<file path="config.mk">
export PLATFORM = sky130hd
export DESIGN_NAME = fault_status_aggregator
export DESIGN_NICKNAME = d
export VERILOG_FILES = /design/src/hdl/fsa_pkg.sv /design/src/hdl/fsa_slot_table.sv /design/src/hdl/fault_status_aggregator.sv
export SDC_FILE = /design/constraint.sdc
export NUM_CORES = 2
export LEC_CHECK = 0
export ABC_AREA = 1
export BUFFER_PORTS_ARGS = -buffer_cell sky130_fd_sc_hd__buf_2
export CORE_ASPECT_RATIO = 0.9
export CORE_MARGIN = 3
export CORE_UTILIZATION = 60
export CTS_BUF_LIST = sky130_fd_sc_hd__clkbuf_8 sky130_fd_sc_hd__clkbuf_16
export DETAILED_ROUTE_END_ITERATION = 8
export GPL_ROUTABILITY_DRIVEN = 0
export PLACE_DENSITY = 0.87
export SLEW_MARGIN = 10
export SYNTH_ARGS = -nofsm -noshare
export SYNTH_HDL_FRONTEND = slang
export SYNTH_SLANG_ARGS = --single-unit
export TNS_END_PERCENT = 10
</file>
<file path="constraint.sdc">
create_clock -name clk -period 9.1 [get_ports clk]
set_input_delay 0.91 -clock clk [delete_from_list [all_inputs] [get_ports clk]]
set_output_delay 0.91 -clock clk [all_outputs]
set_load 0.01 [all_outputs]
</file>
<file path="src/hdl/fsa_pkg.sv">
// fsa_pkg: shared types, codes and helpers for the fault status aggregator
package fsa_pkg;

  // widest slot index the table supports (up to sixteen slots)
  localparam int SLOT_IDX_MAX_W = 4;

  // module status codes
  localparam logic [2:0] MS_UNKNOWN  = 3'd0;
  localparam logic [2:0] MS_OK       = 3'd1;
  localparam logic [2:0] MS_WARNING  = 3'd2;
  localparam logic [2:0] MS_ERROR    = 3'd3;
  localparam logic [2:0] MS_INACTIVE = 3'd4;

  // connection status codes
  localparam logic [1:0] CN_UNKNOWN      = 2'd0;
  localparam logic [1:0] CN_DISCONNECTED = 2'd1;
  localparam logic [1:0] CN_CONNECTING   = 2'd2;
  localparam logic [1:0] CN_CONNECTED    = 2'd3;

  // overall status codes
  localparam logic [1:0] OV_UNKNOWN = 2'd0;
  localparam logic [1:0] OV_OK      = 2'd1;
  localparam logic [1:0] OV_WARNING = 2'd2;
  localparam logic [1:0] OV_ERROR   = 2'd3;

  // reason kinds
  localparam logic [3:0] RK_NONE          = 4'd0;
  localparam logic [3:0] RK_LINK_OFFLINE  = 4'd1;
  localparam logic [3:0] RK_MOD_ERROR     = 4'd2;
  localparam logic [3:0] RK_SENSOR        = 4'd3;
  localparam logic [3:0] RK_OUTPUT        = 4'd4;
  localparam logic [3:0] RK_DOOR          = 4'd5;
  localparam logic [3:0] RK_MAINT         = 4'd6;
  localparam logic [3:0] RK_MOD_WARNING   = 4'd7;
  localparam logic [3:0] RK_WIRELESS      = 4'd8;
  localparam logic [3:0] RK_RECONNECTING  = 4'd9;
  localparam logic [3:0] RK_STARTUP       = 4'd10;
  localparam logic [3:0] RK_GIVEN_ERROR   = 4'd11;
  localparam logic [3:0] RK_GIVEN_WARNING = 4'd12;

  // affected subsystem codes
  localparam logic [3:0] AF_NONE       = 4'd0;
  localparam logic [3:0] AF_CLIMATE    = 4'd1;
  localparam logic [3:0] AF_POT        = 4'd2;
  localparam logic [3:0] AF_LIGHT      = 4'd3;
  localparam logic [3:0] AF_FAN        = 4'd4;
  localparam logic [3:0] AF_HUMIDIFIER = 4'd5;
  localparam logic [3:0] AF_DOOR       = 4'd6;
  localparam logic [3:0] AF_SYSTEM     = 4'd7;
  localparam logic [3:0] AF_CONNECTION = 4'd8;

  // grace register limits
  localparam logic [5:0] GRACE_MAX = 6'd60;
  localparam logic [9:0] MS_PER_S  = 10'd1000;

  // sequencer states
  typedef enum logic [2:0] {
    ST_IDLE,
    ST_UPDATE,
    ST_LINK,
    ST_SCAN,
    ST_RESPOND
  } fsa_state_t;

  // input item
  typedef struct packed {
    logic        mode;
    logic [2:0]  slot_index;
    logic [2:0]  module_state;
    logic [7:0]  module_reason;
    logic        sensor_gone;
    logic        output_broken;
    logic [63:0] time_ms;
    logic        door_is_open;
    logic        maintenance_on;
    logic [1:0]  wireless_state;
    logic [1:0]  link_state;
  } item_t;

  // result item
  typedef struct packed {
    logic       rejected;
    logic [1:0] overall;
    logic [3:0] reason_kind;
    logic [7:0] reason_from_module;
    logic [3:0] affected;
    logic [3:0] main_fault;
    logic       any_sensor_gone;
    logic       any_output_broken;
  } result_t;

  // slot table write request
  typedef struct packed {
    logic                      en;
    logic [SLOT_IDX_MAX_W-1:0] idx;
    logic [2:0]                state;
    logic                      since_en;
    logic [63:0]               since;
    logic [7:0]                reason;
    logic                      sensor_gone;
    logic                      output_broken;
  } slot_wr_t;

  // slot table read data
  typedef struct packed {
    logic [2:0]  state;
    logic [63:0] since;
    logic [7:0]  reason;
    logic        sensor_gone;
    logic        output_broken;
  } slot_rd_t;

  // subsystem served by a slot
  function automatic logic [3:0] slot_affected(input logic [SLOT_IDX_MAX_W-1:0] s);
    logic [3:0] a;
    case (s)
      4'd0:       a = AF_CLIMATE;
      4'd1, 4'd2: a = AF_POT;
      4'd3:       a = AF_LIGHT;
      4'd4:       a = AF_FAN;
      4'd5:       a = AF_HUMIDIFIER;
      4'd6:       a = AF_DOOR;
      default:    a = AF_SYSTEM;
    endcase
    return a;
  endfunction

endpackage

</file>
<file path="src/hdl/fsa_slot_table.sv">
// fsa_slot_table: per-slot status, since-time, reason and fault flags
module fsa_slot_table #(
  parameter int MODULE_SLOTS = 7,
  parameter int IDX_W        = 3
) (
  input  logic              clk,
  input  logic              rst,
  input  fsa_pkg::slot_wr_t wr,
  input  logic [IDX_W-1:0]  rd_idx,
  output fsa_pkg::slot_rd_t rd
);
  import fsa_pkg::*;

  logic [2:0]  slot_state       [MODULE_SLOTS];
  logic [63:0] slot_since       [MODULE_SLOTS];
  logic [7:0]  slot_reason      [MODULE_SLOTS];
  logic        slot_sensor_flag [MODULE_SLOTS];
  logic        slot_output_flag [MODULE_SLOTS];

  logic [IDX_W-1:0] wr_idx;

  assign wr_idx = wr.idx[IDX_W-1:0];

  // slot writes, since-time only on a status change
  always_ff @(posedge clk) begin
    if (rst) begin
      for (int i = 0; i < MODULE_SLOTS; i++) begin
        slot_state[i]       <= MS_UNKNOWN;
        slot_since[i]       <= '0;
        slot_reason[i]      <= '0;
        slot_sensor_flag[i] <= 1'b0;
        slot_output_flag[i] <= 1'b0;
      end
    end else if (wr.en) begin
      slot_state[wr_idx]       <= wr.state;
      slot_reason[wr_idx]      <= wr.reason;
      slot_sensor_flag[wr_idx] <= wr.sensor_gone;
      slot_output_flag[wr_idx] <= wr.output_broken;
      if (wr.since_en) begin
        slot_since[wr_idx] <= wr.since;
      end
    end
  end

  // single read port
  always_comb begin
    rd.state         = slot_state[rd_idx];
    rd.since         = slot_since[rd_idx];
    rd.reason        = slot_reason[rd_idx];
    rd.sensor_gone   = slot_sensor_flag[rd_idx];
    rd.output_broken = slot_output_flag[rd_idx];
  end

endmodule

</file>
<file path="src/hdl/fault_status_aggregator.sv">
// fault_status_aggregator: module slot table, link timer and status priority chain
//
//  channel   | signals                      | direction | contents
//  ----------+------------------------------+-----------+---------------------------
//  cmd       | cmd_valid, cmd_stall, cmd    | in        | update or evaluate item
//  rsp       | rsp_valid, rsp_stall, rsp    | out       | status result item
//  grace     | grace_we, grace_wdata        | in        | link grace seconds register
//
// An update item passes from acceptance through a slot read and write, then a
// result load. An evaluate item passes through the link timer, a scan of each
// slot in turn through the shared 64-bit comparator, and the priority chain.
// Synchronous active-high reset clears the slot table, link tracking, grace
// register and sets the held result to startup unknown. cmd_stall is high while
// an item is at work; a stalled result waits in the output register and the
// next item may already be accepted.
module fault_status_aggregator #(
  parameter int MODULE_SLOTS = 7
) (
  input  logic             clk,
  input  logic             rst,
  input  logic             cmd_valid,
  output logic             cmd_stall,
  input  fsa_pkg::item_t   cmd,
  output logic             rsp_valid,
  input  logic             rsp_stall,
  output fsa_pkg::result_t rsp,
  input  logic             grace_we,
  input  logic [5:0]       grace_wdata
);
  import fsa_pkg::*;

  localparam int IDX_W = (MODULE_SLOTS > 1) ? $clog2(MODULE_SLOTS) : 1;

  fsa_state_t state, state_next;

  item_t       item;
  logic [5:0]  grace;
  logic [1:0]  last_link_state;
  logic [63:0] link_since;
  logic        link_seen;
  result_t     held;

  // scan accumulators
  logic [IDX_W-1:0] cnt;
  logic             offline;
  logic             any_sensor, any_output, saw_unknown;
  logic             err_found, warn_found;
  logic [IDX_W-1:0] err_idx, warn_idx;
  logic [63:0]      best_err, best_warn;
  logic [7:0]       err_reason, warn_reason;

  // slot table ports
  slot_wr_t         wr;
  slot_rd_t         rd;
  logic [IDX_W-1:0] rd_idx;

  // shared comparator
  logic [63:0] cmp_a, cmp_b;
  logic        cmp_le;

  logic        is_eval, upd_invalid, scan_last, rsp_free;
  logic        link_changed, reconnecting;
  logic [15:0] grace_ms;
  logic [63:0] elapsed;
  logic        take_err, take_warn;
  result_t     snap;

  fsa_slot_table #(
    .MODULE_SLOTS (MODULE_SLOTS),
    .IDX_W        (IDX_W)
  ) u_slots (
    .clk    (clk),
    .rst    (rst),
    .wr     (wr),
    .rd_idx (rd_idx),
    .rd     (rd)
  );

  assign is_eval      = item.mode;
  assign upd_invalid  = (5'(item.slot_index) >= 5'(MODULE_SLOTS)) ||
                        (item.module_state > MS_INACTIVE);
  assign scan_last    = (cnt == IDX_W'(MODULE_SLOTS - 1));
  assign rsp_free     = !rsp_valid || !rsp_stall;
  assign cmd_stall    = (state != ST_IDLE);
  assign cmp_le       = (cmp_a <= cmp_b);
  assign link_changed = !link_seen || (last_link_state != item.link_state);
  assign reconnecting = (item.link_state == CN_CONNECTING) ||
                        (item.link_state == CN_DISCONNECTED);
  assign grace_ms     = 16'(grace) * 16'(MS_PER_S);
  assign elapsed      = link_changed ? 64'd0 : (item.time_ms - link_since);
  assign take_err     = (rd.state == MS_ERROR) && (!err_found || cmp_le);
  assign take_warn    = (rd.state == MS_WARNING) && (!warn_found || cmp_le);

  // next state
  always_comb begin
    state_next = state;
    case (state)
      ST_IDLE: begin
        if (cmd_valid) begin
          state_next = cmd.mode ? ST_LINK : ST_UPDATE;
        end
      end
      ST_UPDATE:  state_next = ST_RESPOND;
      ST_LINK:    state_next = ST_SCAN;
      ST_SCAN: begin
        if (scan_last) begin
          state_next = ST_RESPOND;
        end
      end
      ST_RESPOND: begin
        if (rsp_free) begin
          state_next = ST_IDLE;
        end
      end
      default:    state_next = ST_IDLE;
    endcase
  end

  // sequencer outputs: table access and comparator operands
  always_comb begin
    rd_idx = cnt;
    wr     = '0;
    cmp_a  = rd.since;
    cmp_b  = (rd.state == MS_ERROR) ? best_err : best_warn;
    case (state)
      ST_UPDATE: begin
        rd_idx           = IDX_W'(item.slot_index);
        wr.en            = !upd_invalid;
        wr.idx           = SLOT_IDX_MAX_W'(item.slot_index);
        wr.state         = item.module_state;
        wr.since_en      = (rd.state != item.module_state);
        wr.since         = item.time_ms;
        wr.reason        = item.module_reason;
        wr.sensor_gone   = item.sensor_gone;
        wr.output_broken = item.output_broken;
      end
      ST_LINK: begin
        cmp_a = elapsed;
        cmp_b = 64'(grace_ms);
      end
      default: begin
      end
    endcase
  end

  // priority chain
  always_comb begin
    snap = held;
    if (is_eval) begin
      snap.rejected           = 1'b0;
      snap.overall            = OV_OK;
      snap.reason_kind        = RK_NONE;
      snap.reason_from_module = '0;
      snap.affected           = AF_NONE;
      snap.any_sensor_gone    = any_sensor;
      snap.any_output_broken  = any_output;
      if (offline) begin
        snap.overall     = OV_ERROR;
        snap.reason_kind = RK_LINK_OFFLINE;
        snap.affected    = AF_CONNECTION;
      end else if (err_found) begin
        snap.overall            = OV_ERROR;
        snap.reason_kind        = (err_reason != 8'd0) ? RK_GIVEN_ERROR : RK_MOD_ERROR;
        snap.reason_from_module = err_reason;
        snap.affected           = slot_affected(SLOT_IDX_MAX_W'(err_idx));
      end else if (any_sensor) begin
        snap.overall     = OV_ERROR;
        snap.reason_kind = RK_SENSOR;
        snap.affected    = AF_SYSTEM;
      end else if (any_output) begin
        snap.overall     = OV_ERROR;
        snap.reason_kind = RK_OUTPUT;
        snap.affected    = AF_SYSTEM;
      end else if (item.door_is_open) begin
        snap.overall     = OV_WARNING;
        snap.reason_kind = RK_DOOR;
        snap.affected    = AF_DOOR;
      end else if (item.maintenance_on) begin
        snap.overall     = OV_WARNING;
        snap.reason_kind = RK_MAINT;
        snap.affected    = AF_SYSTEM;
      end else if (warn_found) begin
        snap.overall            = OV_WARNING;
        snap.reason_kind        = (warn_reason != 8'd0) ? RK_GIVEN_WARNING : RK_MOD_WARNING;
        snap.reason_from_module = warn_reason;
        snap.affected           = slot_affected(SLOT_IDX_MAX_W'(warn_idx));
      end else if ((item.wireless_state == CN_DISCONNECTED) ||
                   (item.wireless_state == CN_CONNECTING)) begin
        snap.overall     = OV_WARNING;
        snap.reason_kind = RK_WIRELESS;
        snap.affected    = AF_CONNECTION;
      end else if (reconnecting) begin
        snap.overall     = OV_WARNING;
        snap.reason_kind = RK_RECONNECTING;
        snap.affected    = AF_CONNECTION;
      end else if (saw_unknown || (item.wireless_state == CN_UNKNOWN) ||
                   (item.link_state == CN_UNKNOWN)) begin
        snap.overall     = OV_UNKNOWN;
        snap.reason_kind = RK_STARTUP;
        snap.affected    = AF_NONE;
      end
      snap.main_fault = (snap.overall == OV_ERROR) ? snap.affected : AF_NONE;
    end else begin
      snap.rejected = upd_invalid;
    end
  end

  // state register
  always_ff @(posedge clk) begin
    if (rst) begin
      state <= ST_IDLE;
    end else begin
      state <= state_next;
    end
  end

  // grace register, clamped on write
  always_ff @(posedge clk) begin
    if (rst) begin
      grace <= '0;
    end else if (grace_we) begin
      grace <= (grace_wdata > GRACE_MAX) ? GRACE_MAX : grace_wdata;
    end
  end

  // item capture
  always_ff @(posedge clk) begin
    if (state == ST_IDLE && cmd_valid) begin
      item <= cmd;
    end
  end

  // link tracking and offline decision
  always_ff @(posedge clk) begin
    if (rst) begin
      last_link_state <= CN_UNKNOWN;
      link_since      <= '0;
      link_seen       <= 1'b0;
      offline         <= 1'b0;
    end else if (state == ST_LINK) begin
      if (link_changed) begin
        last_link_state <= item.link_state;
        link_since      <= item.time_ms;
        link_seen       <= 1'b1;
      end
      offline <= reconnecting && !cmp_le;
    end
  end

  // slot scan, one slot per cycle
  always_ff @(posedge clk) begin
    if (rst) begin
      cnt         <= '0;
      any_sensor  <= 1'b0;
      any_output  <= 1'b0;
      saw_unknown <= 1'b0;
      err_found   <= 1'b0;
      warn_found  <= 1'b0;
    end else if (state == ST_LINK) begin
      cnt         <= '0;
      any_sensor  <= 1'b0;
      any_output  <= 1'b0;
      saw_unknown <= 1'b0;
      err_found   <= 1'b0;
      warn_found  <= 1'b0;
    end else if (state == ST_SCAN) begin
      cnt         <= cnt + 1'b1;
      any_sensor  <= any_sensor | rd.sensor_gone;
      any_output  <= any_output | rd.output_broken;
      saw_unknown <= saw_unknown | (rd.state == MS_UNKNOWN);
      if (take_err) begin
        err_found <= 1'b1;
      end
      if (take_warn) begin
        warn_found <= 1'b1;
      end
    end
  end

  // earliest candidates, payload only
  always_ff @(posedge clk) begin
    if (state == ST_SCAN) begin
      if (take_err) begin
        err_idx    <= cnt;
        best_err   <= rd.since;
        err_reason <= rd.reason;
      end
      if (take_warn) begin
        warn_idx    <= cnt;
        best_warn   <= rd.since;
        warn_reason <= rd.reason;
      end
    end
  end

  // held result and output register
  always_ff @(posedge clk) begin
    if (rst) begin
      rsp_valid               <= 1'b0;
      held.rejected           <= 1'b0;
      held.overall            <= OV_UNKNOWN;
      held.reason_kind        <= RK_STARTUP;
      held.reason_from_module <= '0;
      held.affected           <= AF_NONE;
      held.main_fault         <= AF_NONE;
      held.any_sensor_gone    <= 1'b0;
      held.any_output_broken  <= 1'b0;
    end else if (state == ST_RESPOND && rsp_free) begin
      rsp_valid <= 1'b1;
      if (is_eval) begin
        held <= snap;
      end
    end else if (rsp_valid && !rsp_stall) begin
      rsp_valid <= 1'b0;
    end
  end

  always_ff @(posedge clk) begin
    if (state == ST_RESPOND && rsp_free) begin
      rsp <= snap;
    end
  end

  // checks
  a_accept_busy : assert property (@(posedge clk) disable iff (rst)
    (cmd_valid && !cmd_stall) |=> (state != ST_IDLE))
    else $error("accepted item did not start the sequencer");

  a_main_error : assert property (@(posedge clk) disable iff (rst)
    rsp_valid |-> ((rsp.main_fault == AF_NONE) || (rsp.overall == OV_ERROR)))
    else $error("main fault set without error status");

  a_load_from_respond : assert property (@(posedge clk) disable iff (rst)
    $rose(rsp_valid) |-> ($past(state) == ST_RESPOND))
    else $error("result loaded outside respond state");

  a_rejected_update : assert property (@(posedge clk) disable iff (rst)
    (state == ST_UPDATE && upd_invalid) |-> !wr.en)
    else $error("invalid update wrote the slot table");

endmodule
</file>
# Word level (Yosys, flattened, before mapping)
# Memory sizes are Yosys's and may differ from the RTL's.
# Index checks and enable logic that the tools add are counted.
# totals
latch_bits,0
inputBits,98
ram_bits,539
n_memories,5
register_bits,372
rom_bits,0
out_inout_bits,27
word_cells,203
# classes
n_mul,1
muxes,69
shift,0
magnitude_cmp,4
n_eq_ne,29
n_addsub,2
div_mod_pow,0
reduce_logical,45
bitwise,3
# memory_table
name,words,width,read_ports,rd_clocked_by_memory_dff,wr,line_no,rtl
u_slots.slot_since,7,64,1,0,7,fsa_slot_table.sv:15,logic [63:0] slot_since [MODULE_SLOTS];
u_slots.slot_reason,7,8,1,0,7,fsa_slot_table.sv:16,logic [7:0] slot_reason [MODULE_SLOTS];
u_slots.slot_state,7,3,1,0,7,fsa_slot_table.sv:14,logic [2:0] slot_state [MODULE_SLOTS];
u_slots.slot_output_flag,7,1,1,0,7,fsa_slot_table.sv:18,logic slot_output_flag [MODULE_SLOTS];
u_slots.slot_sensor_flag,7,1,1,0,7,fsa_slot_table.sv:17,logic slot_sensor_flag [MODULE_SLOTS];
# ops
cell,count
64-bit two-way mux,5
83-bit two-way mux,1
64-bit less-or-equal comparator,1
64-bit OR reduction,1
64-bit subtractor,1
6-bit two-way mux,10
8-bit two-way mux,7
4-bit two-way mux,11
3-bit case mux with 6 select lines,2
3-bit two-way mux,10
"3-bit by 2-bit == test with 1-bit output, second input constant",8
"3-bit == test, second input constant",8
24-bit two-way mux,1
1-bit two-way mux,18
18-bit two-way mux,1
8-bit nonzero test,2
3-bit case mux with 5 select lines,1
"6-bit by 7-bit multiplier with 13-bit output, second input constant",1
3-bit logical NOT,4
"3-bit by 1-bit == test with 1-bit output, second input constant",3
1-bit logical OR,9
2-bit AND reduction,4
8-bit OR reduction,1
1-bit logical NOT,7
other kinds (20),36

# Depth between registers and ports, before layout
# logic_depth
ltp_word,17
depth_mapped,34
mapped_depth_nobuf,34

# Modules after synthesis
# A second synthesis with hierarchy kept.
# unflattened
cells_unflattened,6086
area_unflattened_um2,50248.2
# modules_own_cells
module,area_per_inst_um2,seq_area_each_um2,cells_per_inst,instances
fsa_slot_table,27540.2,17727.0,3088,1
fault_status_aggregator,22708.0,10069.7,2998,1

# Least setup slack after synthesis
# No wires, ideal clock.
# synth_path
path_kind,register -> register
start,register grace[2]
end,"register best_warn[0], enable pin"
path_stages_with_launch,34
required_ps,8671
arrival_ps,5839
setup_ps,429
path_buffers,0
setup_slack_ps,2832
period_less_slack_ps,6268
cell_sequence,dfxtp_1 inv_1 fa_1 inv_1 fa_1 inv_1 fa_1 inv_1 ha_1 nand2_1 o21ai_0 nand2_1 nand2_1 nand2_1 a21oi_1 o21ai_0 nand3_1 nand2_1 o22ai_1 inv_1 ha_1 nand2_1 inv_1 o21ai_0 nand2_1 a21oi_1 nand2_1 nand2_1 nand2_1 nand2_1 nand2_1 nand2_1 o21bai_1 inv_1
# synth_via
elab_chain_cells,6
# synth_rtl
element,line_no,rtl
from (decl),fault_status_aggregator.sv:37,logic [5:0] grace;
from (signal assigned),fault_status_aggregator.sv:222,grace <= (grace_wdata > GRACE_MAX) ? GRACE_MAX : grace_wdata;
6-bit by 7-bit multiplier with 13-bit output,fault_status_aggregator.sv:89,assign grace_ms = 16'(grace) * 16'(MS_PER_S);
64-bit two-way mux,fault_status_aggregator.sv:125,case (state)
64-bit less-or-equal comparator,fault_status_aggregator.sv:85,assign cmp_le = (cmp_a <= cmp_b);
1-bit logical OR,fault_status_aggregator.sv:92,assign take_warn = (rd.state == MS_WARNING) && (!warn_found || cmp_le);
1-bit logical AND,fault_status_aggregator.sv:92,
2-bit AND reduction (no source line),n/a,
to (signal assigned),fault_status_aggregator.sv:290,best_warn <= rd.since;
to (decl),fault_status_aggregator.sv:49,"logic [63:0] best_err, best_warn;"
# No other way between the ends.
# A chain may end at the register's enable or synchronous reset.

# Worst setup path after layout
# layout_path
start,register state[2]
end,"register best_err[48], enable pin"
# layout_via
elab_chain_cells,10
word_cells_on_any_way,14
classes_between,order compare (1); eq/ne (4); mux (4); reduce/logical (3); memory (2)
# layout_rtl
element,line_no,rtl
from (decl),fault_status_aggregator.sv:34,"fsa_state_t state, state_next;"
from (signal assigned),fault_status_aggregator.sv:213,state <= state_next;
3-bit by 1-bit == test with 1-bit output,fault_status_aggregator.sv:125,
3-bit two-way mux,fault_status_aggregator.sv:125,
memory read 7 x 3 bit,n/a,
3-bit by 2-bit == test with 1-bit output,"fault_status_aggregator.sv:91, fault_status_aggregator.sv:124",
64-bit two-way mux,fault_status_aggregator.sv:124,cmp_b = (rd.state == MS_ERROR) ? best_err : best_warn;
64-bit two-way mux,fault_status_aggregator.sv:125,
64-bit less-or-equal comparator,fault_status_aggregator.sv:85,
1-bit logical OR,fault_status_aggregator.sv:91,assign take_err = (rd.state == MS_ERROR) && (!err_found || cmp_le);
1-bit logical AND,fault_status_aggregator.sv:91,
2-bit AND reduction (no source line) (*),n/a,
to (signal assigned),fault_status_aggregator.sv:285,best_err <= rd.since;
to (decl),fault_status_aggregator.sv:49,
# Every way passes the cells marked *; elsewhere a longest branch is shown, timed or not.

==> results.cfg <==
[synthesis]
synthTopCellsByCount = nor2_1, edfxtp_1, nand2_1
synth_top_area_cell = edfxtp_1
synth-simple-area-share = 0.180
syn_area_per_cell_um2 = 9.18
async_flop_share = 0
synth_adder_area_share = 0.0460
synth_top_family_by_area = simple AND/OR/NAND/NOR gates
yosysWarnings = 0
netlist_instances = 5225
synthXorXnorAreaFrac = 0.00164
seq_area_frac_synth = 0.580
synth.most_common_cell = nor2_1
ys_top_cells_by_area = edfxtp_1, nor2_1, dfxtp_1
synth_cell_types = 51
synth_top_cell_area_share = 0.502
synth.area.mux_share = 0
synth-compound-area-share = 0.130
synth_edf_count = 801
ys.flop_type = edfxtp_1
ys_ff_latch = 988
synth_area_um2 = 47900

[cts]
htree_levels = 3
cts_setup_buffers = 0
cts_buffer_depth = 3
cts_root_buf = clkbuf_16
clock_latency_ns = 0.68
numCtsBuffers = 96
post_cts_resized = 0
cts_hold_buf = 0
cts_tree = done
path_clk_slew_ns = 0.07
clock-sinks = 988

[setup_path]
arrival_ns = 7.47
crit_type = register to register
cp-end-kind = register
cp_max_fo = 87
r2r_cells = 23
crit_path_start_kind = register
cp_data_required_time_ns = 9.49

[layout]
fillers = 5527
nets = 5570
syn_to_final_growth_pct = 10.3
drive_gt1_frac = 0.0704
multi_input_area_um2 = 17600
register_area_um2 = 27800

[routing]
dr_wl_met3_mm = 19.7
routed_via_density = 6.23
drcViolationCount = 0
drt_iter0_markers = 6718
first_pass_iters = 9
ant_nets = 0
drt-wirelength-per-cell_um = 21.5
highest_layer = met5
met2_length_mm = 61.9
wl_met1_mm = 49.0
vias = 40100
wl_mm = 138

[global_routing]
grt_usage = 0.323
grt-ovfl-total = 0
grt_pass1_vias = 38400
grt_start_max_net_pins = 171
antenna_found_initial = 2
grt_pass1_wl_mm = 211

[pwr]
total_power_uw = 12900
vdd_drop_max_uv = 218
p_leak_uw = 0.0211
powerDensity_nw_per_um2 = 245

[sta]
fin_setup_tns_ns = 0
maxSlewHeadroom = 0.179
maxSlewViolCount = 0
postLayoutSetupSlackWorst_ns = 2.02
hold_ws_ns = 0.401
rsz0062_at_grt = no
final.period_utilization = 0.778
period_minus_slack_ns = 7.08
max_clock_freq_mhz = 141
worst_slew_pin_slew_ns = 1.22
finalHoldViolations = 0
fin_worst_skew_ns = 0.0354
final-setup-viol-count = 0

[die]
coreArea_um2 = 78500
dieArea_um2 = 83300
io_pins = 125
chipHeight_um = 274
rows = 97
die_w_um = 304
start_util = 0.611

[hold_path]
holdPathStages = 1
hold_class = input port to register

[placement]
dp.final_hpwl_mm = 84.9
pre_cts_slack_ns = 2.28
port_buffers = 124

[outcome]
status = finished clean

[job]
drv_cap = 0
==> power breakdown <==
| group | switching [uW] | internal [uW] |
|---|---|---|
| sequential | 162 | 5250 |
| combinational | 2400 | 950 |
| clock | 1750 | 2420 |
==> metal layers <==
metal	vias up	track usage
li1	17800	-
met1	18700	0.423
met2	3036	0.506
met3	571	0.0863
met4	5	0.147
met5	-	0.00523
==> placed cells by master, fill, tap and decap left out, types with 78 or more instances in the layout <==
| cell type | n |
|---|---|
| edfxtp_1 | 801 |
| o22ai_1 | 78 |
| nor2_1 | 1204 |
| ha_1 | 154 |
| o21ai_0 | 589 |
| dfxtp_1 | 187 |
| buf_2 | 124 |
| inv_1 | 492 |
| nand2_1 | 680 |
| nand3_1 | 173 |
| clkbuf_16 | 100 |
| a21oi_1 | 291 |
==> cell families after synthesis <==
logic type | Yosys count
buffers and inverters | 759
AND/OR/NAND/NOR | 2165
adder cells (fa/ha/maj) | 168
flip-flops | 988
XOR/XNOR | 9
other | 1
AO/OA/AOI/OAI | 1135
==> worst max-delay path, stage by stage, from the launching register on <==
cell and delay (ns):
dfxtp_1 0.32, inv_1 0.19, nand4_1 0.66, nand2_8 0.76, nand2_1 0.13, nand3_1 0.12
nand3_1 0.16, nand2_1 0.20, nand3_2 0.14, inv_2 0.76, o21ai_0 0.22, ha_1 0.36
nand2_1 0.08, nor2_1 0.14, nand4_1 0.12, nor3_1 0.42, nand2_1 0.10, nand2_1 0.08
nand2_1 0.05, nand2_1 0.09, nand3_1 0.08, nand2_1 0.13, clkinv_2 0.82, buf_4 0.58
==> layout make-up <==
cell class,count,share of cell area
tap,1039,0.0246
multi-input combinational,3554,0.333
clock buffer,114,0.0510
sequential,988,0.526
inverter,494,0.0352
clock inverter,66,0.0119
timing repair buffer,170,0.0190
antenna,1,0.0000473
==> registers in the layout, summed over array words and instances (netlist names), 2 cells and up <==
name	count
best_err	64
u_slots.slot_state	24
cnt	3
err_reason	8
rsp	25
held	24
state	3
u_slots.slot_since	512
item	86
last_link_state	2
err_idx	3
grace	6
link_since	64
u_slots.slot_sensor_flag	8
u_slots.slot_output_flag	8
u_slots.slot_reason	64
warn_idx	3
best_warn	64
warn_reason	8
==> through the flow <==
step | instances | cell area, um2 | util
after global routing | 6426 | 52900 | 0.673
after detailed placement | 6245 | 49600 | 0.631
after floorplan | 5301 | 48200 | -
after global placement | 6245 | 49600 | 0.631
final | 6426 | 52900 | 0.673
after CTS | 6425 | 52900 | 0.673
==> worst paths after layout <==
| kind | start | endpoint | slack, ns |
|---|---|---|---|
| worst max-delay path | state[2]$_SDFFE_PP0P_ | best_err[48]$_DFFE_PP_ | 2.02 |
| worst min-delay path | cmd[84] | item[84]$_DFFE_PP_ | 0.40 |
| worst max register to register | state[2]$_SDFFE_PP0P_ | best_err[48]$_DFFE_PP_ | 2.02 |
| worst min register to register | held[0]$_SDFFE_PP0P_ | held[0]$_SDFFE_PP0P_ | 0.46 |
No activity file was read; power rests on OpenSTA's default activity.
